$ cat config.mk
export PLATFORM = sky130hd
export DESIGN_NAME = motor_ramp_sequencer_core
export DESIGN_NICKNAME = d
export VERILOG_FILES = /design/src/sv/mrs_pkg.sv /design/src/sv/mrs_ctrl.sv /design/src/sv/mrs_datapath.sv /design/src/sv/motor_ramp_sequencer_core.sv
export SDC_FILE = /design/constraint.sdc
export NUM_CORES = 1
export LEC_CHECK = 0
export ABC_AREA = 1
export BUFFER_PORTS_ARGS = -buffer_cell sky130_fd_sc_hd__buf_2
export CAP_MARGIN = 20
export CORE_ASPECT_RATIO = 1.5
export CORE_MARGIN = 8
export CORE_UTILIZATION = 50
export CTS_CLUSTER_DIAMETER = 150
export DETAILED_ROUTE_END_ITERATION = 8
export PLACE_DENSITY = 0.67
export SYNTH_ARGS = -nofsm -noshare
export SYNTH_HDL_FRONTEND = slang
export SYNTH_SLANG_ARGS = --single-unit
$ cat constraint.sdc
create_clock -name i_clk -period 11.65 [get_ports i_clk]
set_input_delay 1.7475 -clock i_clk [delete_from_list [all_inputs] [get_ports i_clk]]
set_output_delay 1.7475 -clock i_clk [all_outputs]
set_load 0.02 [all_outputs]
$ cat src/sv/mrs_pkg.sv
package mrs_pkg;

    // fixed field widths
    localparam int ACTION_W   = 3;
    localparam int POT_W      = 10;
    localparam int DELAY_W    = 32;
    localparam int ANGLE_W    = 8;
    localparam int SPEED_W    = 9;
    localparam int PWM_W      = 8;
    localparam int CFG_IDX_W  = 3;
    localparam int CFG_DATA_W = 16;

    localparam int ANGLE_LIMIT    = 90;
    localparam int SERVO_OFFSET   = 90;
    localparam int ADC_FULL_SCALE = 1023;

    // quotient bits per divider cycle, 8-bit dividend
    localparam int DIV_BITS_PER_STEP = 2;
    localparam int DIV_STEPS         = 8 / DIV_BITS_PER_STEP;
    localparam int DIV_CNT_W         = $clog2(DIV_STEPS);

    // register reset values
    localparam logic [7:0]  TURN_ANGLE_RST    = 8'd45;
    localparam logic [7:0]  FORWARD_ANGLE_RST = 8'd0;
    localparam logic [6:0]  ANGLE_STEP_RST    = 7'd5;
    localparam logic [7:0]  SPEED_STEP_RST    = 8'd5;
    localparam logic [15:0] ANGLE_DLY_RST     = 16'd20;
    localparam logic [15:0] SPEED_DLY_RST     = 16'd20;
    localparam logic [7:0]  ROT_DIV_RST       = 8'd2;
    localparam logic [7:0]  SPEED_LIMIT_RST   = 8'd255;

    typedef enum logic [ACTION_W-1:0] {
        ACT_TICK   = 3'd0,
        ACT_FWD    = 3'd1,
        ACT_BACK   = 3'd2,
        ACT_LEFT   = 3'd3,
        ACT_RIGHT  = 3'd4,
        ACT_STOP   = 3'd5,
        ACT_ARM    = 3'd6,
        ACT_CANCEL = 3'd7
    } t_action;

    typedef enum logic [CFG_IDX_W-1:0] {
        CFG_TURN_ANGLE    = 3'd0,
        CFG_FORWARD_ANGLE = 3'd1,
        CFG_ANGLE_STEP    = 3'd2,
        CFG_SPEED_STEP    = 3'd3,
        CFG_ANGLE_DLY     = 3'd4,
        CFG_SPEED_DLY     = 3'd5,
        CFG_ROT_DIV       = 3'd6,
        CFG_SPEED_LIMIT   = 3'd7
    } t_cfg_reg;

    // controller to datapath, at most one bit set at a time by construction
    typedef struct packed {
        logic capture;
        logic full_fix;
        logic div_step;
        logic seq_step;
    } t_cmd;

endpackage

$ cat src/sv/mrs_ctrl.sv
module mrs_ctrl (
    input  logic        i_clk,
    input  logic        i_rst_n,
    input  logic        i_valid,
    output logic        o_stall,
    output logic        o_valid,
    input  logic        i_stall,
    output mrs_pkg::t_cmd o_cmd
);

    typedef enum logic [3:0] {
        C_IDLE = 4'b0001,
        C_FULL = 4'b0010,
        C_DIV  = 4'b0100,
        C_SEQ  = 4'b1000
    } t_ctrl_state;

    t_ctrl_state r_state, n_state;
    logic [mrs_pkg::DIV_CNT_W-1:0] r_div_cnt, n_div_cnt;
    logic r_valid, n_valid;
    logic w_out_free;

    assign w_out_free = !r_valid || !i_stall;

    assign o_cmd.capture  = (r_state == C_IDLE) && i_valid;
    assign o_cmd.full_fix = (r_state == C_FULL);
    assign o_cmd.div_step = (r_state == C_DIV);
    assign o_cmd.seq_step = (r_state == C_SEQ) && w_out_free;

    always_comb begin
        n_state   = r_state;
        n_div_cnt = r_div_cnt;
        case (r_state)
            C_IDLE: begin
                if (i_valid) n_state = C_FULL;
            end
            C_FULL: begin
                n_div_cnt = '0;
                n_state   = C_DIV;
            end
            C_DIV: begin
                n_div_cnt = r_div_cnt + 1'b1;
                if (r_div_cnt == mrs_pkg::DIV_CNT_W'(mrs_pkg::DIV_STEPS - 1)) n_state = C_SEQ;
            end
            C_SEQ: begin
                if (w_out_free) n_state = C_IDLE;
            end
            default: n_state = C_IDLE;
        endcase
    end

    always_comb begin
        n_valid = r_valid;
        if (o_cmd.seq_step) n_valid = 1'b1;
        else if (r_valid && !i_stall) n_valid = 1'b0;
    end

    always_ff @(posedge i_clk) begin
        if (!i_rst_n) begin
            r_state   <= C_IDLE;
            r_div_cnt <= '0;
            r_valid   <= 1'b0;
        end else begin
            r_state   <= n_state;
            r_div_cnt <= n_div_cnt;
            r_valid   <= n_valid;
        end
    end

    assign o_stall = (r_state != C_IDLE);
    assign o_valid = r_valid;

endmodule

$ cat src/sv/mrs_datapath.sv
module mrs_datapath (
    input  logic                              i_clk,
    input  logic                              i_rst_n,
    input  mrs_pkg::t_cmd                     i_cmd,
    input  logic                              i_cfg_we,
    input  logic [mrs_pkg::CFG_IDX_W-1:0]     i_cfg_index,
    input  logic [mrs_pkg::CFG_DATA_W-1:0]    i_cfg_data,
    input  logic [mrs_pkg::ACTION_W-1:0]      i_action,
    input  logic [mrs_pkg::POT_W-1:0]         i_pot_value,
    input  logic [mrs_pkg::DELAY_W-1:0]       i_stop_delay,
    output logic [mrs_pkg::PWM_W-1:0]         o_right_fwd_pwm,
    output logic [mrs_pkg::PWM_W-1:0]         o_right_rev_pwm,
    output logic [mrs_pkg::PWM_W-1:0]         o_left_fwd_pwm,
    output logic [mrs_pkg::PWM_W-1:0]         o_left_rev_pwm,
    output logic [mrs_pkg::ANGLE_W-1:0]       o_servo_position,
    output logic                              o_ramp_busy
);

    typedef enum logic [4:0] {
        SQ_WAIT      = 5'b00001,
        SQ_TURN      = 5'b00010,
        SQ_TURN_DLY  = 5'b00100,
        SQ_SPEED     = 5'b01000,
        SQ_SPEED_DLY = 5'b10000
    } t_seq_state;

    typedef enum logic [2:0] {
        DS_IDLE    = 3'b001,
        DS_PENDING = 3'b010,
        DS_RUNNING = 3'b100
    } t_ds_phase;

    // ---- helpers
    function automatic logic signed [10:0] f_step_toward(input logic signed [10:0] cur,
                                                         input logic signed [10:0] tgt,
                                                         input logic signed [10:0] stp);
        logic signed [10:0] nxt;
        logic signed [10:0] dif;
        logic signed [10:0] mg;
        nxt = (cur < tgt) ? cur + stp : cur - stp;
        dif = tgt - nxt;
        mg  = (dif < 0) ? -dif : dif;
        return (mg < stp) ? tgt : nxt;
    endfunction

    function automatic logic signed [8:0] f_sat9(input logic signed [10:0] v);
        logic signed [8:0] res;
        if (v > 11'sd255)        res = 9'sd255;
        else if (v < -11'sd256)  res = 9'h100;
        else                     res = v[8:0];
        return res;
    endfunction

    function automatic logic [8:0] f_mag9(input logic signed [8:0] v);
        return v[8] ? (~v + 9'd1) : v;
    endfunction

    function automatic logic [7:0] f_mag8(input logic signed [7:0] v);
        return v[7] ? (~v + 8'd1) : v;
    endfunction

    // two restoring divide iterations; returns {rem, quot}
    function automatic logic [15:0] f_div2(input logic [7:0] rem, input logic [7:0] quo,
                                           input logic [7:0] dvs);
        logic [8:0] r9;
        logic [7:0] rr;
        logic [7:0] qq;
        rr = rem;
        qq = quo;
        for (int k = 0; k < mrs_pkg::DIV_BITS_PER_STEP; k++) begin
            r9 = {rr, qq[7]};
            qq = {qq[6:0], 1'b0};
            if (r9 >= {1'b0, dvs}) begin
                r9    = r9 - {1'b0, dvs};
                qq[0] = 1'b1;
            end
            rr = r9[7:0];
        end
        return {rr, qq};
    endfunction

    // ---- configuration
    logic signed [7:0] r_turn_angle, r_forward_angle;
    logic [6:0]        r_angle_step;
    logic [7:0]        r_speed_step, r_rot_div, r_speed_limit;
    logic [15:0]       r_angle_dly, r_speed_dly;

    always_ff @(posedge i_clk) begin
        if (!i_rst_n) begin
            r_turn_angle    <= mrs_pkg::TURN_ANGLE_RST;
            r_forward_angle <= mrs_pkg::FORWARD_ANGLE_RST;
            r_angle_step    <= mrs_pkg::ANGLE_STEP_RST;
            r_speed_step    <= mrs_pkg::SPEED_STEP_RST;
            r_angle_dly     <= mrs_pkg::ANGLE_DLY_RST;
            r_speed_dly     <= mrs_pkg::SPEED_DLY_RST;
            r_rot_div       <= mrs_pkg::ROT_DIV_RST;
            r_speed_limit   <= mrs_pkg::SPEED_LIMIT_RST;
        end else if (i_cfg_we) begin
            case (i_cfg_index)
                mrs_pkg::CFG_TURN_ANGLE:    r_turn_angle    <= i_cfg_data[7:0];
                mrs_pkg::CFG_FORWARD_ANGLE: r_forward_angle <= i_cfg_data[7:0];
                mrs_pkg::CFG_ANGLE_STEP:    r_angle_step    <= i_cfg_data[6:0];
                mrs_pkg::CFG_SPEED_STEP:    r_speed_step    <= i_cfg_data[7:0];
                mrs_pkg::CFG_ANGLE_DLY:     r_angle_dly     <= i_cfg_data[15:0];
                mrs_pkg::CFG_SPEED_DLY:     r_speed_dly     <= i_cfg_data[15:0];
                mrs_pkg::CFG_ROT_DIV:       r_rot_div       <= i_cfg_data[7:0];
                mrs_pkg::CFG_SPEED_LIMIT:   r_speed_limit   <= i_cfg_data[7:0];
                default: ;
            endcase
        end
    end

    // ---- sequencer state
    t_seq_state        r_seq_state, n_seq_state;
    logic              r_cmd_pending, n_cmd_pending;
    logic [2:0]        r_cmd_code, n_cmd_code;
    logic signed [7:0] r_target_angle, n_target_angle;
    logic signed [8:0] r_target_left, n_target_left;
    logic signed [8:0] r_target_right, n_target_right;
    logic signed [7:0] r_ramp_angle, n_ramp_angle;
    logic signed [8:0] r_ramp_left, n_ramp_left;
    logic signed [8:0] r_ramp_right, n_ramp_right;
    logic signed [7:0] r_applied_angle, n_applied_angle;
    logic signed [8:0] r_applied_left, n_applied_left;
    logic signed [8:0] r_applied_right, n_applied_right;
    logic              r_wheel_aligned, n_wheel_aligned;
    t_ds_phase         r_dstop_phase, n_dstop_phase;
    logic              r_dstop_armed, n_dstop_armed;
    logic [31:0]       r_dstop_delay, n_dstop_delay;
    logic [31:0]       r_dstop_count, n_dstop_count;
    logic [15:0]       r_wait, n_wait;

    // ---- work registers of one pass
    logic [17:0] r_prod, n_prod;
    logic [7:0]  r_qest, n_qest;
    logic [7:0]  r_full, n_full;
    logic [7:0]  r_div_q, n_div_q;
    logic [7:0]  r_div_rem, n_div_rem;

    // ---- command latch and deferred stop, applied at capture
    logic        l_pending;
    logic [2:0]  l_code;
    logic        l_armed;
    t_ds_phase   l_phase;
    logic [31:0] l_dreg;
    logic [31:0] l_count;

    always_comb begin
        l_pending = r_cmd_pending;
        l_code    = r_cmd_code;
        l_armed   = r_dstop_armed;
        l_phase   = r_dstop_phase;
        l_dreg    = r_dstop_delay;
        l_count   = r_dstop_count;
        if (i_action inside {[mrs_pkg::ACT_FWD:mrs_pkg::ACT_STOP]}) begin
            l_pending = 1'b1;
            l_code    = i_action;
        end else if (i_action == mrs_pkg::ACT_ARM && i_stop_delay != '0) begin
            l_dreg  = i_stop_delay;
            l_armed = 1'b1;
        end else if (i_action inside {mrs_pkg::ACT_ARM, mrs_pkg::ACT_CANCEL}) begin
            l_phase = DS_IDLE;
            l_armed = 1'b0;
        end
        case (l_phase)
            DS_IDLE: begin
                if (l_armed) begin
                    l_armed = 1'b0;
                    l_phase = DS_PENDING;
                end
            end
            DS_PENDING: begin
                if (r_wheel_aligned) begin
                    l_count = l_dreg;
                    l_phase = DS_RUNNING;
                end
            end
            DS_RUNNING: begin
                if (l_count != '0) l_count = l_count - 32'd1;
                if (l_count == '0) begin
                    l_pending = 1'b1;
                    l_code    = mrs_pkg::ACT_STOP;
                    l_phase   = DS_IDLE;
                end
            end
            default: l_phase = DS_IDLE;
        endcase
    end

    // ---- pot scaling: pot*255/1023 via *1025>>20 (1023*1025 = 2^20-1), then one fix-up
    logic [17:0] w_prod;
    logic [27:0] w_scaled;
    logic [17:0] w_qm;
    logic [17:0] w_rem;
    logic [7:0]  w_full;

    assign w_prod   = {i_pot_value, 8'd0} - {8'd0, i_pot_value};
    assign w_scaled = {w_prod, 10'd0} + {10'd0, w_prod};
    assign w_qm     = {r_qest, 10'd0} - {10'd0, r_qest};
    assign w_rem    = r_prod - w_qm;
    assign w_full   = r_qest + 8'((w_rem >= 18'(mrs_pkg::ADC_FULL_SCALE)) ? 1 : 0);

    logic [7:0]  w_divisor;
    logic [15:0] w_div_res;
    assign w_divisor = (r_rot_div == '0) ? 8'd1 : r_rot_div;
    assign w_div_res = f_div2(r_div_rem, r_div_q, w_divisor);

    // ---- ramp steps
    logic signed [10:0] w_astep, w_sstep, w_angle_next;
    logic signed [8:0]  w_left_next, w_right_next;
    logic signed [8:0]  w_full_p, w_full_n, w_rot_p, w_rot_n;
    logic               w_stopped;
    logic [15:0]        w_dly;
    t_seq_state         w_dly_next;
    logic [8:0]         w_mag_l, w_mag_r;
    logic [8:0]         w_mag_nl, w_mag_nr;

    assign w_astep = {4'd0, (r_angle_step == '0) ? 7'd1 : r_angle_step};
    assign w_sstep = {3'd0, (r_speed_step == '0) ? 8'd1 : r_speed_step};

    assign w_angle_next = f_step_toward({{3{r_ramp_angle[7]}}, r_ramp_angle},
                                        {{3{r_target_angle[7]}}, r_target_angle}, w_astep);
    assign w_left_next  = f_sat9(f_step_toward({{2{r_ramp_left[8]}}, r_ramp_left},
                                               {{2{r_target_left[8]}}, r_target_left},
                                               w_sstep));
    assign w_right_next = f_sat9(f_step_toward({{2{r_ramp_right[8]}}, r_ramp_right},
                                               {{2{r_target_right[8]}}, r_target_right},
                                               w_sstep));
    assign w_mag_l = f_mag9(w_left_next);
    assign w_mag_r = f_mag9(w_right_next);

    assign w_full_p  = {1'b0, r_full};
    assign w_full_n  = -w_full_p;
    assign w_rot_p   = {1'b0, r_div_q};
    assign w_rot_n   = -w_rot_p;
    assign w_stopped = (r_applied_left == '0) && (r_applied_right == '0);

    assign w_dly      = (r_seq_state == SQ_TURN_DLY) ? r_angle_dly : r_speed_dly;
    assign w_dly_next = (r_seq_state == SQ_TURN_DLY) ? SQ_TURN : SQ_SPEED;

    always_comb begin
        n_seq_state     = r_seq_state;
        n_cmd_pending   = r_cmd_pending;
        n_cmd_code      = r_cmd_code;
        n_target_angle  = r_target_angle;
        n_target_left   = r_target_left;
        n_target_right  = r_target_right;
        n_ramp_angle    = r_ramp_angle;
        n_ramp_left     = r_ramp_left;
        n_ramp_right    = r_ramp_right;
        n_applied_angle = r_applied_angle;
        n_applied_left  = r_applied_left;
        n_applied_right = r_applied_right;
        n_wheel_aligned = r_wheel_aligned;
        n_dstop_phase   = r_dstop_phase;
        n_dstop_armed   = r_dstop_armed;
        n_dstop_delay   = r_dstop_delay;
        n_dstop_count   = r_dstop_count;
        n_wait          = r_wait;
        n_prod          = r_prod;
        n_qest          = r_qest;
        n_full          = r_full;
        n_div_q         = r_div_q;
        n_div_rem       = r_div_rem;

        if (i_cmd.capture) begin
            n_cmd_pending = l_pending;
            n_cmd_code    = l_code;
            n_dstop_phase = l_phase;
            n_dstop_armed = l_armed;
            n_dstop_delay = l_dreg;
            n_dstop_count = l_count;
            n_prod        = w_prod;
            n_qest        = w_scaled[27:20];
        end else if (i_cmd.full_fix) begin
            n_full    = w_full;
            n_div_q   = w_full;
            n_div_rem = '0;
        end else if (i_cmd.div_step) begin
            n_div_rem = w_div_res[15:8];
            n_div_q   = w_div_res[7:0];
        end else if (i_cmd.seq_step) begin
            case (r_seq_state)
                SQ_WAIT: begin
                    if (r_cmd_pending) begin
                        n_cmd_pending = 1'b0;
                        case (r_cmd_code)
                            mrs_pkg::ACT_FWD, mrs_pkg::ACT_BACK: begin
                                if (w_stopped) begin
                                    n_target_angle = r_forward_angle;
                                    n_target_left  = (r_cmd_code == mrs_pkg::ACT_FWD) ?
                                                     w_full_p : w_full_n;
                                    n_target_right = n_target_left;
                                end
                            end
                            mrs_pkg::ACT_LEFT, mrs_pkg::ACT_RIGHT: begin
                                if (w_stopped) begin
                                    n_target_angle = r_turn_angle;
                                    n_target_left  = (r_cmd_code == mrs_pkg::ACT_LEFT) ?
                                                     w_rot_n : w_rot_p;
                                    n_target_right = (r_cmd_code == mrs_pkg::ACT_LEFT) ?
                                                     w_rot_p : w_rot_n;
                                end
                            end
                            mrs_pkg::ACT_STOP: begin
                                // hold the wheel where it is, ramp speeds to zero
                                n_target_angle = r_ramp_angle;
                                n_target_left  = '0;
                                n_target_right = '0;
                            end
                            default: ;
                        endcase
                        n_wheel_aligned = 1'b0;
                        n_seq_state     = SQ_TURN;
                    end
                end
                SQ_TURN: begin
                    if (r_ramp_angle != r_target_angle) begin
                        n_ramp_angle = w_angle_next[7:0];
                        if (f_mag8(w_angle_next[7:0]) <= 8'(mrs_pkg::ANGLE_LIMIT))
                            n_applied_angle = w_angle_next[7:0];
                        n_seq_state = SQ_TURN_DLY;
                    end else begin
                        n_wheel_aligned = 1'b1;
                        n_seq_state     = SQ_SPEED;
                    end
                end
                SQ_SPEED: begin
                    // both wheels step whenever either is off target
                    if (r_ramp_left != r_target_left || r_ramp_right != r_target_right) begin
                        n_ramp_left  = w_left_next;
                        n_ramp_right = w_right_next;
                        if (w_mag_l <= {1'b0, r_speed_limit}) n_applied_left  = w_left_next;
                        if (w_mag_r <= {1'b0, r_speed_limit}) n_applied_right = w_right_next;
                        n_seq_state = SQ_SPEED_DLY;
                    end else begin
                        n_seq_state = SQ_WAIT;
                    end
                end
                SQ_TURN_DLY, SQ_SPEED_DLY: begin
                    // a pending command aborts the ramp
                    if (r_cmd_pending) begin
                        n_wait      = '0;
                        n_seq_state = SQ_WAIT;
                    end else if (r_wait >= w_dly) begin
                        n_wait      = '0;
                        n_seq_state = w_dly_next;
                    end else begin
                        n_wait = r_wait + 16'd1;
                    end
                end
                default: n_seq_state = SQ_WAIT;
            endcase
        end
    end

    always_ff @(posedge i_clk) begin
        if (!i_rst_n) begin
            r_seq_state     <= SQ_WAIT;
            r_cmd_pending   <= 1'b0;
            r_cmd_code      <= '0;
            r_target_angle  <= '0;
            r_target_left   <= '0;
            r_target_right  <= '0;
            r_ramp_angle    <= '0;
            r_ramp_left     <= '0;
            r_ramp_right    <= '0;
            r_applied_angle <= mrs_pkg::FORWARD_ANGLE_RST;
            r_applied_left  <= '0;
            r_applied_right <= '0;
            r_wheel_aligned <= 1'b0;
            r_dstop_phase   <= DS_IDLE;
            r_dstop_armed   <= 1'b0;
            r_dstop_delay   <= '0;
            r_dstop_count   <= '0;
            r_wait          <= '0;
        end else begin
            r_seq_state     <= n_seq_state;
            r_cmd_pending   <= n_cmd_pending;
            r_cmd_code      <= n_cmd_code;
            r_target_angle  <= n_target_angle;
            r_target_left   <= n_target_left;
            r_target_right  <= n_target_right;
            r_ramp_angle    <= n_ramp_angle;
            r_ramp_left     <= n_ramp_left;
            r_ramp_right    <= n_ramp_right;
            r_applied_angle <= n_applied_angle;
            r_applied_left  <= n_applied_left;
            r_applied_right <= n_applied_right;
            r_wheel_aligned <= n_wheel_aligned;
            r_dstop_phase   <= n_dstop_phase;
            r_dstop_armed   <= n_dstop_armed;
            r_dstop_delay   <= n_dstop_delay;
            r_dstop_count   <= n_dstop_count;
            r_wait          <= n_wait;
        end
    end

    always_ff @(posedge i_clk) begin
        r_prod    <= n_prod;
        r_qest    <= n_qest;
        r_full    <= n_full;
        r_div_q   <= n_div_q;
        r_div_rem <= n_div_rem;
    end

    // ---- output word, formed from the post-step state
    logic [7:0] r_out_rf, r_out_rr, r_out_lf, r_out_lr, r_out_servo;
    logic       r_out_busy;

    assign w_mag_nl = f_mag9(n_applied_left);
    assign w_mag_nr = f_mag9(n_applied_right);

    always_ff @(posedge i_clk) begin
        if (i_cmd.seq_step) begin
            r_out_rf    <= (n_applied_right > 0) ? n_applied_right[7:0] : 8'd0;
            r_out_rr    <= (n_applied_right > 0) ? 8'd0 : w_mag_nr[7:0];
            r_out_lf    <= (n_applied_left > 0) ? n_applied_left[7:0] : 8'd0;
            r_out_lr    <= (n_applied_left > 0) ? 8'd0 : w_mag_nl[7:0];
            r_out_servo <= $unsigned(n_applied_angle) + 8'(mrs_pkg::SERVO_OFFSET);
            r_out_busy  <= (n_seq_state != SQ_WAIT);
        end
    end

    assign o_right_fwd_pwm  = r_out_rf;
    assign o_right_rev_pwm  = r_out_rr;
    assign o_left_fwd_pwm   = r_out_lf;
    assign o_left_rev_pwm   = r_out_lr;
    assign o_servo_position = r_out_servo;
    assign o_ramp_busy      = r_out_busy;

endmodule

$ cat src/sv/motor_ramp_sequencer_core.sv
// channel  | handshake          | payload
// ---------+--------------------+--------------------------------------------------
// input    | i_valid / o_stall  | i_action, i_pot_value, i_stop_delay
// output   | o_valid / i_stall  | o_right/left_fwd/rev_pwm, o_servo_position, o_ramp_busy
// config   | i_cfg_we           | i_cfg_index, i_cfg_data
//
// One word passes through capture, pot scale fix-up, the divider steps (2 quotient
// bits each, rotate divisor), and the sequencer step that loads the output register.
// The result word is registered at the sequencer step; a new word is taken only after that step.
// Reset is synchronous, active low; config returns to its default values.
// A stalled output holds the sequencer step until the waiting word is taken.
module motor_ramp_sequencer_core (
    input  logic                            i_clk,
    input  logic                            i_rst_n,
    input  logic                            i_valid,
    output logic                            o_stall,
    input  logic [mrs_pkg::ACTION_W-1:0]    i_action,
    input  logic [mrs_pkg::POT_W-1:0]       i_pot_value,
    input  logic [mrs_pkg::DELAY_W-1:0]     i_stop_delay,
    output logic                            o_valid,
    input  logic                            i_stall,
    output logic [mrs_pkg::PWM_W-1:0]       o_right_fwd_pwm,
    output logic [mrs_pkg::PWM_W-1:0]       o_right_rev_pwm,
    output logic [mrs_pkg::PWM_W-1:0]       o_left_fwd_pwm,
    output logic [mrs_pkg::PWM_W-1:0]       o_left_rev_pwm,
    output logic [mrs_pkg::ANGLE_W-1:0]     o_servo_position,
    output logic                            o_ramp_busy,
    input  logic                            i_cfg_we,
    input  logic [mrs_pkg::CFG_IDX_W-1:0]   i_cfg_index,
    input  logic [mrs_pkg::CFG_DATA_W-1:0]  i_cfg_data
);

    mrs_pkg::t_cmd w_cmd;

    mrs_ctrl u_ctrl (
        .i_clk   (i_clk),
        .i_rst_n (i_rst_n),
        .i_valid (i_valid),
        .o_stall (o_stall),
        .o_valid (o_valid),
        .i_stall (i_stall),
        .o_cmd   (w_cmd)
    );

    mrs_datapath u_datapath (
        .i_clk            (i_clk),
        .i_rst_n          (i_rst_n),
        .i_cmd            (w_cmd),
        .i_cfg_we         (i_cfg_we),
        .i_cfg_index      (i_cfg_index),
        .i_cfg_data       (i_cfg_data),
        .i_action         (i_action),
        .i_pot_value      (i_pot_value),
        .i_stop_delay     (i_stop_delay),
        .o_right_fwd_pwm  (o_right_fwd_pwm),
        .o_right_rev_pwm  (o_right_rev_pwm),
        .o_left_fwd_pwm   (o_left_fwd_pwm),
        .o_left_rev_pwm   (o_left_rev_pwm),
        .o_servo_position (o_servo_position),
        .o_ramp_busy      (o_ramp_busy)
    );

`ifndef SYNTHESIS
    // accepted word keeps the input side closed while it is worked on
    a_busy_after_accept: assert property (@(posedge i_clk) disable iff (!i_rst_n)
        (i_valid && !o_stall) |=> o_stall)
        else $error("input taken again right after acceptance");

    // step never overwrites a word still waiting at the output
    a_no_overwrite: assert property (@(posedge i_clk) disable iff (!i_rst_n)
        w_cmd.seq_step |-> (!o_valid || !i_stall))
        else $error("output word overwritten while stalled");

    // a new result only comes from a sequencer step
    a_valid_from_step: assert property (@(posedge i_clk) disable iff (!i_rst_n)
        $rose(o_valid) |-> $past(w_cmd.seq_step))
        else $error("output valid without sequencer step");
`endif

endmodule

Word level (Yosys, flattened, before mapping). Cells that the tools add are included.

Equality and inequality tests: 42. Bitwise logic cells: 8. $lt $le $gt $ge: 24. $add $sub $neg: 30. Reduce and logical (&&, ||, !) cells: 48. Multiplexer cells: 113.

Operators with widths (count): 9-bit 2-to-1 mux (26); 32-bit 2-to-1 mux (5); 8-bit 2-to-1 mux (20); 11-bit 2-to-1 mux (8); 32-bit one-hot mux with 2 select lines (1); 32-bit nonzero test (2); 9-bit one-hot mux with 3 select lines (2); 16-bit 2-to-1 mux (3); 5-bit 2-to-1 mux (8); 11-bit by 1-bit < comparator with 1-bit output (second input constant) (3); 11-bit negator (3); 32-bit logical NOT (1); 32-bit by 1-bit subtractor with 32-bit output (second input constant) (1); 28-bit by 18-bit adder with 28-bit output (1); 3-bit equality test (second input constant) (9); 3-bit 2-to-1 mux (9); 8-bit by 1-bit adder with 8-bit output (second input constant) (3); 8-bit NOT (3); 8-bit one-hot mux with 3 select lines (1); 11-bit by 9-bit > comparator with 1-bit output (second input constant) (2); 11-bit by 9-bit < comparator with 1-bit output (2); 11-bit by 9-bit < comparator with 1-bit output (second input constant) (2); 9-bit by 11-bit subtractor with 11-bit output (2); 9-bit by 9-bit adder with 10-bit output (2); other kinds (70) (146).

Word-level logic and storage cells: 305. Input bits: 69. Register bits after elaboration: 349. Output and inout bits: 43.

Logic depth before layout (Yosys ltp). Gate-level depths: netlist (run 1).

Depth after elaboration: 26. Depth in mapped cells: 73. Depth with buffers taken out: 71.

Cells and area by module. A second synthesis (run 1) with hierarchy kept.

Cell total of the unflattened synthesis: 3636. Area, all modules: 25303.0 µm².

By module, submodules not included: mrs_datapath (times used 1, cells an instance 3584, sequential area each 7737.4 µm², area each 24948.9 µm²); mrs_ctrl (times used 1, cells an instance 52, sequential area each 140.1 µm², area each 354.1 µm²).

Worst setup path after synthesis (run 1). Ideal clock, no wire load.

Path kind: register -> register. Start point: reg u_datapath.r_target_left[8]. End point: reg u_datapath.r_out_lr[1], in the netlist u_datapath.o_left_rev_pwm[1] (data pin). Slack: 2.728 ns. Data required time: 11.389 ns. Clock period less this slack: 8.922 ns. Setup time: 0.261 ns. Cell stages (with the launch flop): 67. Path buffers: 3. Arrival time: 8.661 ns. Path through: dfxtp_1 > inv_1 > ha_1 > nand2_1 > nor2_1 > nand3b_1 > nand3_1 > nand2_2 > nand2_4 > clkbuf_1 > o21ai_0 > ha_1 > a21oi_1 > o21ai_0 > a21o_1 > xor2_1 > inv_1 > ha_1 > [... 31 more ...] > ha_1 > a21o_1 > a31oi_1 > o21ai_0 > a21oi_1 > nor2_1 > nor2_1 > nand2_2 > buf_6 > nand2_1 > nand2_4 > ha_1 > inv_1 > nor2_1 > nand2_1 > inv_1 > nand3_2 > a21boi_1.

Word-level cells in the longest chain between the ends: 24. Elaborated cells between the ends (all ways): 29. Classes of those cells: add/sub (4); order compare (7); eq/ne (1); mux (14); bitwise (2); reduce/logical (1).

Ends and longest elaborated chain: start: declaration (line mrs_datapath.sv:118) `logic signed [8:0] r_target_left, n_target_left;`; start signal: assignment (line mrs_datapath.sv:382) `r_target_left <= n_target_left;`; 9-bit < comparator (line mrs_datapath.sv:40) `nxt = (cur < tgt) ? cur + stp : cur - stp;`; 11-bit 2-to-1 mux (line mrs_datapath.sv:40); 9-bit by 11-bit subtractor with 11-bit output (line mrs_datapath.sv:41) `dif = tgt - nxt;`; 11-bit negator or 11-bit by 1-bit < comparator with 1-bit output (tied branches) (line mrs_datapath.sv:42) `mg = (dif < 0) ? -dif : dif;`; 11-bit 2-to-1 mux (line mrs_datapath.sv:42); 11-bit by 9-bit < comparator with 1-bit output (line mrs_datapath.sv:43) `return (mg < stp) ? tgt : nxt;`; 11-bit 2-to-1 mux (line mrs_datapath.sv:43); 11-bit by 9-bit < comparator with 1-bit output (line mrs_datapath.sv:49) `else if (v < -11'sd256) res = 9'h100;`; [... 8 more ...]; 9-bit 2-to-1 mux * (line mrs_datapath.sv:283) `case (r_seq_state)`; 9-bit 2-to-1 mux * (line mrs_datapath.sv:282) `end else if (i_cmd.seq_step) begin`; 9-bit 2-to-1 mux * (line mrs_datapath.sv:279) `end else if (i_cmd.div_step) begin`; 9-bit 2-to-1 mux * (line mrs_datapath.sv:275) `end else if (i_cmd.full_fix) begin`; 9-bit 2-to-1 mux * (line mrs_datapath.sv:266) `if (i_cmd.capture) begin`; 8-bit NOT (line mrs_datapath.sv:55) `return v[8] ? (~v + 9'd1) : v;`; 8-bit by 1-bit adder with 8-bit output (line mrs_datapath.sv:55); 8-bit 2-to-1 mux (line mrs_datapath.sv:55); end signal: assignment (line mrs_datapath.sv:419) `r_out_lr <= (n_applied_left > 0) ? 8'd0 : w_mag_nl[7:0];`; end: declaration (line mrs_datapath.sv:408) `logic [7:0] r_out_rf, r_out_rr, r_out_lf, r_out_lr, r_out_servo;`.

Mark *: on every way between the ends. The rest lies on a longest branch, timed or not. A chain may end at the register's enable or synchronous reset.

Worst setup path after layout (run 1).
Start point: reg u_datapath.r_speed_step[5]. End point: reg u_datapath.r_out_lr[1], in the netlist u_datapath.o_left_rev_pwm[1] (data pin).

Word-level cells in the longest chain between the ends: 26. Elaborated cells between the ends (all ways): 30. Classes of those cells: add/sub (6); order compare (6); mux (15); bitwise (2); reduce/logical (1).

Ends and longest elaborated chain: start: declaration (line mrs_datapath.sv:85) `logic [7:0] r_speed_step, r_rot_div, r_speed_limit;`; start signal: assignment (line mrs_datapath.sv:93) `r_speed_step <= mrs_pkg::SPEED_STEP_RST;`; start signal: assignment (line mrs_datapath.sv:103) `mrs_pkg::CFG_SPEED_STEP: r_speed_step <= i_cfg_data[7:0];`; 8-bit logical NOT (line mrs_datapath.sv:219) `assign w_sstep = {3'd0, (r_speed_step == '0) ? 8'd1 : r_speed_step};`; 8-bit 2-to-1 mux * (line mrs_datapath.sv:219); 9-bit by 9-bit subtractor with 10-bit output or 9-bit by 9-bit adder with 10-bit output (tied branches) (line mrs_datapath.sv:40); 11-bit 2-to-1 mux (line mrs_datapath.sv:40); 9-bit by 11-bit subtractor with 11-bit output (line mrs_datapath.sv:41); 11-bit negator or 11-bit by 1-bit < comparator with 1-bit output (tied branches) (line mrs_datapath.sv:42); 11-bit 2-to-1 mux (line mrs_datapath.sv:42); 11-bit by 9-bit < comparator with 1-bit output (line mrs_datapath.sv:43); [... 10 more ...]; 9-bit 2-to-1 mux * (line mrs_datapath.sv:283); 9-bit 2-to-1 mux * (line mrs_datapath.sv:282); 9-bit 2-to-1 mux * (line mrs_datapath.sv:279); 9-bit 2-to-1 mux * (line mrs_datapath.sv:275); 9-bit 2-to-1 mux * (line mrs_datapath.sv:266); 8-bit NOT (line mrs_datapath.sv:55); 8-bit by 1-bit adder with 8-bit output (line mrs_datapath.sv:55); 8-bit 2-to-1 mux (line mrs_datapath.sv:55).

Marked as above.

==> reports/metrics.cfg, run 1 <==
[outcome]
status=complete, no violations

[floorplanning]
start_util_pct=50.28
fp.dieW_um=199.6
die_h_um=291.4
core_mm2=0.05030
die_area_mm2=0.05818
top_level_ports=112
num_rows=101

[critical_path]
worstSetupPathType=flop to flop
endpoint=u_datapath.o_left_rev_pwm[1]$_SDFFCE_PN0P_
slowest_stage=o21bai_1
reg2reg_slack_ns=1.17
crit_arrival_ns=10.77
setup.worst_path.start_class=flop
cp-startpoint=u_datapath.r_speed_step[5]$_SDFFE_PN0P_
crit_path_end_kind=flop
crit_required_ns=11.94
r2r-start=u_datapath.r_speed_step[5]$_SDFFE_PN0P_
rr_endpoint=u_datapath.o_left_rev_pwm[1]$_SDFFCE_PN0P_
r2r_cells=59
slowest_delay_ns=0.50
critPathMaxFanout=13
cp_common_cell=inv_1

[pwr]
power.density_mw_per_mm2=117.7
swShare_pct=31.46
power_frac_comb_pct=22.4
seqPwrFrac_pct=40.0
p_sw_uw=1027
cellLeakagePower_uw=0.01351
power_uw=3263
ir_drop_mv=0.1080
pwr-share-clk_pct=37.6
p_int_uw=2236

[synthesis]
synth_cell_types=66
synth_warnings=0
syn_area_mm2=0.02529
synth_top_area_cell=dfxtp_1
syn_nets=3866
synthArstFlopShare_pct=0
synth_ff_type=dfxtp_1
synth_seq_cells=348
syn_inst=3583
yosys.area.top_type_share_pct=20.34
synth_edf_count=91
synth_area_leaders=dfxtp_1 20%, edfxtp_1 11%, ha_1 10%, nand2_1 9.5%, inv_1 8.4%
seq_area_frac_synth_pct=31.15
syn_avg_cell_area_um2=7.058

[timing]
clock_skew_ns=0.02231
tightest_slew_ns=1.090
min_period_ns=10.48
rsz0062_at_grt=no
slew_violations=0
setup_viol=0
max_freq_mhz=95.40
fin_tns_setup_ns=0
slew_headroom_pct=27.35
hold_viol=0
finalCritPeriodShare_pct=89.97
setup_ws_ns=1.168

[global_routing]
grt_pass1_vias=22520
grt_overflow_total=0
grt_max_degree=84
grt_usage_pct=23.17
grt_first_pass_wirelength_um=110900
antenna_found_initial=3

[placed_design]
pre_cts_slack_ns=1.018
portBuffers=111
dp_hpwl_um=53070
place.gp.congestion=0.9717

[clock_network]
cts_sinks=348
tritoncts=done
cts_setup_buffers=0
h-tree-depth=2
clkLatencyLatePin_ns=0.55
clockBufferDepth=3
ctsHoldBuffers=0
clkTransAtPathRegs_ns=0.07
cts_buffers=38
root_buffer=clkbuf_16
ctsResizeCount=0

[finish]
multi_input_area_mm2=0.01487
nets=3942
regArea_mm2=0.007878
syn_to_final_growth_pct=9.603
drive_gt1_share_pct=8.541
nFillCells=5081

[routing]
routed_wl_um=68630
drt_iter0_drc=1004
via_per_inst=5.317
num_vias=23180
drt_first_pass_iters=8
wl_per_cell_um=15.74
drc=0
postRouteAntennaNets=0

[run]
max_cap_viol_count=0

[hold_path]
hold_path_class=flop to flop

-- logic make-up after synthesis --
group / Yosys count / synth area share [%]
AO/OA/AOI/OAI: 722 / 16.25
buffers and inverters: 674 / 10.23
AND/OR/NAND/NOR: 1455 / 25.52
multiplexers: 21 / 0.8410
flip-flops: 348 / 31.15
adder cells (fa/ha/maj): 214 / 10.82
XOR/XNOR: 149 / 5.190
-- cell type report --
class / count / share of cell area (%)
multi-input combinational: 2561 / 53.63
inverter: 580 / 7.859
sequential: 348 / 28.42
clock buffer: 48 / 3.679
timing repair buffer: 130 / 2.528
clock inverter: 21 / 0.8351
antenna: 3 / 0.02708
tap: 669 / 3.020
-- routing by layer --
layer	part of all wire, %	GRT usage (%)
met5	0.034	0
met4	4.5	10.05
met3	3.9	2.948
met2	52	43.30
met1	40	25.50
-- placed cells by master, fill, tap and decap left out, types with 7 or more instances in the layout --
master     instances
o31ai_1            7
nand2_1          643
o21ai_1            9
nor4_1            21
a21oi_1          248
nand3_1          186
nand4_1           60
ha_1             206
clkbuf_16         39
o211ai_1          35
nor2_2            11
xnor2_1           30
o21bai_1          35
o22ai_1            8
a221oi_1          11
or2_2             12
o21ai_2            7
o21ai_0          285
nand2_4           10
inv_2             11
inv_1            564
edfxtp_1          91
nand3_2           16
buf_4             20
fa_1               8
nand3b_1          14
dfxtp_1          257
nor2_1           389
nand2_2           34
o21a_1             8
buf_2            110
xor2_1           118
a31oi_1           12
clkinv_1           7
a211oi_1          22
mux2i_1           19
nor3_1            38
clkbuf_1           8
-- per-stage QoR --
step	utilization [%]	cells	hold slack, ns	area [um2]
6_report	55.11	4360	0.4629	27720
5_1_grt	55.10	4357	0.4934	27710
4_1_cts	55.07	4356	0.4640	27700
3_5_place_dp	52.59	4287	0.4473	26450
3_3_place_gp	52.59	4287	0.4394	26450
2_1_floorplan	-	3583	0.4231	25290
-- power groups by stage --
stage	sequential (uW)	clock (uW)	combinational (uW)
final	1300	1230	731
after global placement	1330	0	718
after global routing	1310	1300	829
after detailed placement	1330	0	725
after CTS	1300	1250	729
after floorplan	1320	0	555
-- worst min-delay path by stage --
stage                                                 start                                      end  slack [ns]  cells past startpoint
finish               u_datapath.r_speed_dly[4]$_SDFFE_PN1P_   u_datapath.r_speed_dly[4]$_SDFFE_PN1P_        0.46                      2
global route        u_datapath.r_turn_angle[4]$_SDFFE_PN0P_  u_datapath.r_turn_angle[4]$_SDFFE_PN0P_        0.49                      2
CTS                 u_datapath.r_turn_angle[3]$_SDFFE_PN1P_  u_datapath.r_turn_angle[3]$_SDFFE_PN1P_        0.46                      2
detailed placement  u_datapath.r_turn_angle[3]$_SDFFE_PN1P_  u_datapath.r_turn_angle[3]$_SDFFE_PN1P_        0.45                      2
global placement     u_datapath.r_angle_dly[2]$_SDFFE_PN1P_   u_datapath.r_angle_dly[2]$_SDFFE_PN1P_        0.44                      2
floorplan           u_datapath.r_speed_step[0]$_SDFFE_PN1P_  u_datapath.r_speed_step[0]$_SDFFE_PN1P_        0.42                      2
-- critical path: cells and delay by family, from the launching register on --
kind	cells	cell delay, ns
and+or+nand+nor	22	3.04
AOI/OAI and AO/OA	19	3.52
DFF	1	0.34
adders and majority gates	6	1.76
xor gates and xnor gates	4	0.69
buffers and inverters	8	0.86
-- state kept, by name (all words and copies together) (netlist names), 9 cells and up --
signal / flops
u_datapath.r_applied_right: 9
u_datapath.r_prod: 18
u_datapath.r_dstop_delay: 32
u_datapath.r_speed_dly: 16
u_datapath.r_applied_left: 9
u_datapath.r_target_right: 9
u_datapath.r_wait: 16
u_datapath.r_ramp_left: 9
u_datapath.r_ramp_right: 9
u_datapath.r_angle_dly: 16
u_datapath.r_dstop_count: 32
-- Yosys cell counts (all sizes together) (5+ instances only) --
master	n
nand3	205
o31ai	7
a21oi	254
ha	206
a31oi	12
nand4	63
a211oi	22
nor2	406
nand2	687
mux2i	19
o21bai	35
o211ai	35
o22ai	8
o21ai	302
xnor2	30
o221ai	5
nand3b	14
buf	13
inv	576
a22oi	5
edfxtp	91
or2	13
nor4	21
fa	8
dfxtp	257
a21o	5
xor2	119
a221oi	11
clkbuf	81
o21a	8
nor3	40
(Power assumes the default switching activity.)
==> run 2: changes to the inputs <==
--- a/config.mk
+++ b/config.mk
@@ -10,10 +10,10 @@
 export CAP_MARGIN = 20
 export CORE_ASPECT_RATIO = 1.5
 export CORE_MARGIN = 8
-export CORE_UTILIZATION = 50
+export CORE_UTILIZATION = 49
 export CTS_CLUSTER_DIAMETER = 150
 export DETAILED_ROUTE_END_ITERATION = 8
-export PLACE_DENSITY = 0.67
+export PLACE_DENSITY = 0.66
 export SYNTH_ARGS = -nofsm -noshare
 export SYNTH_HDL_FRONTEND = slang
 export SYNTH_SLANG_ARGS = --single-unit
==> run 2 against run 1 <==
Net effect:
- first-iteration DRC count increased by 9.3%
- sequential share of layout area fell by 0.068 points
- sequential cell count did not move
- wire length is 1.2% higher
- setup slack better by 0.17 ns
- critical endpoint unchanged
==> reports/metrics.cfg, run 2 (synthesized netlist as in run 1, its figures left out) <==
[floorplanning]
top_level_ports=112
start_util_pct=49.30
fp.dieW_um=201.5
num_rows=102
die_h_um=294.2
die_area_mm2=0.05929
core_mm2=0.05130

[timing]
tightest_slew_ns=0.8945
clock_skew_ns=0.01270
slew_headroom_pct=40.37
finalCritPeriodShare_pct=88.53
hold_viol=0
rsz0062_at_grt=no
max_freq_mhz=96.96
min_period_ns=10.31
setup_viol=0
slew_violations=0
fin_tns_setup_ns=0

[routing]
drc=0
postRouteAntennaNets=0
drt_first_pass_iters=5
routed_wl_um=69440
wl_per_cell_um=15.91
drt_iter0_drc=1097
via_per_inst=5.345
num_vias=23340

[critical_path]
crit_arrival_ns=10.60
worstSetupPathType=flop to flop
setup.worst_path.start_class=flop
crit_path_end_kind=flop
slowest_stage=o21ai_2
crit_required_ns=11.94
critPathMaxFanout=16
reg2reg_slack_ns=1.34
slowest_delay_ns=0.44
worst-path-buf-inv=7
cp_num_cells=58
cp_common_cell=inv_1
r2r_cells=58
cp_top_family=compound AO/OA/AOI/OAI gates

[run]
max_cap_viol_count=0

[finish]
nets=3941
layout_common_cells=643 x nand2_1, 564 x inv_1, 389 x nor2_1
final_common_cell=nand2_1
largestRegisters=u_datapath.r_dstop_count x32, u_datapath.r_dstop_delay x32, u_datapath.r_prod x18
final_util_pct=54.16
nFillCells=5144
syn_to_final_growth_pct=9.865
drive_gt1_share_pct=8.568

[clock_network]
clkLatencyLatePin_ns=0.56
cts_sinks=348
cts_buffers=38
h-tree-depth=2
clkTransAtPathRegs_ns=0.06
clockBufferDepth=3
tritoncts=done
root_buffer=clkbuf_16
ctsHoldBuffers=0

[outcome]
status=complete, no violations

[pwr]
power.density_mw_per_mm2=119.0
ir_drop_mv=0.09424
cellLeakagePower_uw=0.01355

[hold_path]
hold_path_class=flop to flop
whs_path_depth=2

[global_routing]
grt_overflow_total=0
grt_max_degree=101
grt_first_pass_wirelength_um=112800
grt_pass1_vias=22720
antenna_found_initial=3
grt_usage_pct=22.92

[placed_design]
dp_hpwl_um=54380
portBuffers=111
place.gp.congestion=0.9822

run 2: changes by cell type in the layout (fill, tap and decap cells not counted), moves of 2 or more:
cell / before / now
clkinv_4: 2 / 0
inv_6: 6 / 0
clkinv_2: 3 / 7
inv_4: 0 / 2
bufinv_16: 3 / 5
clkinv_8: 0 / 2
run 2: worst register-to-register path, delay by kind of cell, from the launching register on:
kind            cells  cell delay [ns]
flops               1             0.41
buf+inv             7             0.72
xor+xnor            3             0.50
simple gates       22             2.99
compound gates     20             3.57
fa+ha+maj           6             1.89
run 2: timing repair:
item	CTS	global route
buffers inserted	0	0
setup endpoints to repair	0	1
resized for setup	0	1
run 2: cell type report:
cell class	count	area, um2	area share, %
multi-input cells	2561	14870	53.51
flip-flops and latches	348	7878	28.35
diodes	2	5.005	0.01801
repair buffers	129	693.2	2.495
clock inverters	22	289.0	1.040
inverters	580	2178	7.840
clock buffers	48	1030	3.706
well taps	676	845.8	3.044
run 2: power breakdown:
part | internal [uW] | leakage [uW] | switching (uW) | total (uW)
Combinational | 252 | 0.0100 | 478 | 731
Sequential | 1280 | 0.00290 | 20.4 | 1300
Clock | 747 | 0.000637 | 525 | 1270
run 2: final timing paths:
path                                            start                                          to
max          u_datapath.r_target_left[8]$_SDFFE_PN0P_  u_datapath.o_left_rev_pwm[1]$_SDFFCE_PN0P_
min reg2reg    u_datapath.r_speed_dly[4]$_SDFFE_PN1P_      u_datapath.r_speed_dly[4]$_SDFFE_PN1P_
min            u_datapath.r_speed_dly[4]$_SDFFE_PN1P_      u_datapath.r_speed_dly[4]$_SDFFE_PN1P_
max reg2reg  u_datapath.r_target_left[8]$_SDFFE_PN0P_  u_datapath.o_left_rev_pwm[1]$_SDFFCE_PN0P_
run 2: routing by layer:
layer	vias up	GRT usage (%)	part of all wire (%)
li1	11960	-	-
met1	10640	24.41	40
met2	518	43.02	51
met3	208	3.481	4.0
met4	4	11.98	5.4
met5	-	0	0.033
run 2: metrics by stage:
| stage | setup slack (ns) | power [uW] | hold WS [ns] | std cells | instance area [um2] |
|---|---|---|---|---|---|
| after floorplan | 2.728 | 1879 | 0.4231 | 3583 | 25290 |
| after global placement | 1.276 | 2051 | 0.4364 | 4293 | 26450 |
| after detailed placement | 1.121 | 2057 | 0.4434 | 4293 | 26450 |
| after CTS | 1.096 | 3327 | 0.4577 | 4363 | 27770 |
| after global routing | 0.1839 | 3482 | 0.4846 | 4364 | 27780 |
| final | 1.337 | 3307 | 0.4540 | 4366 | 27790 |
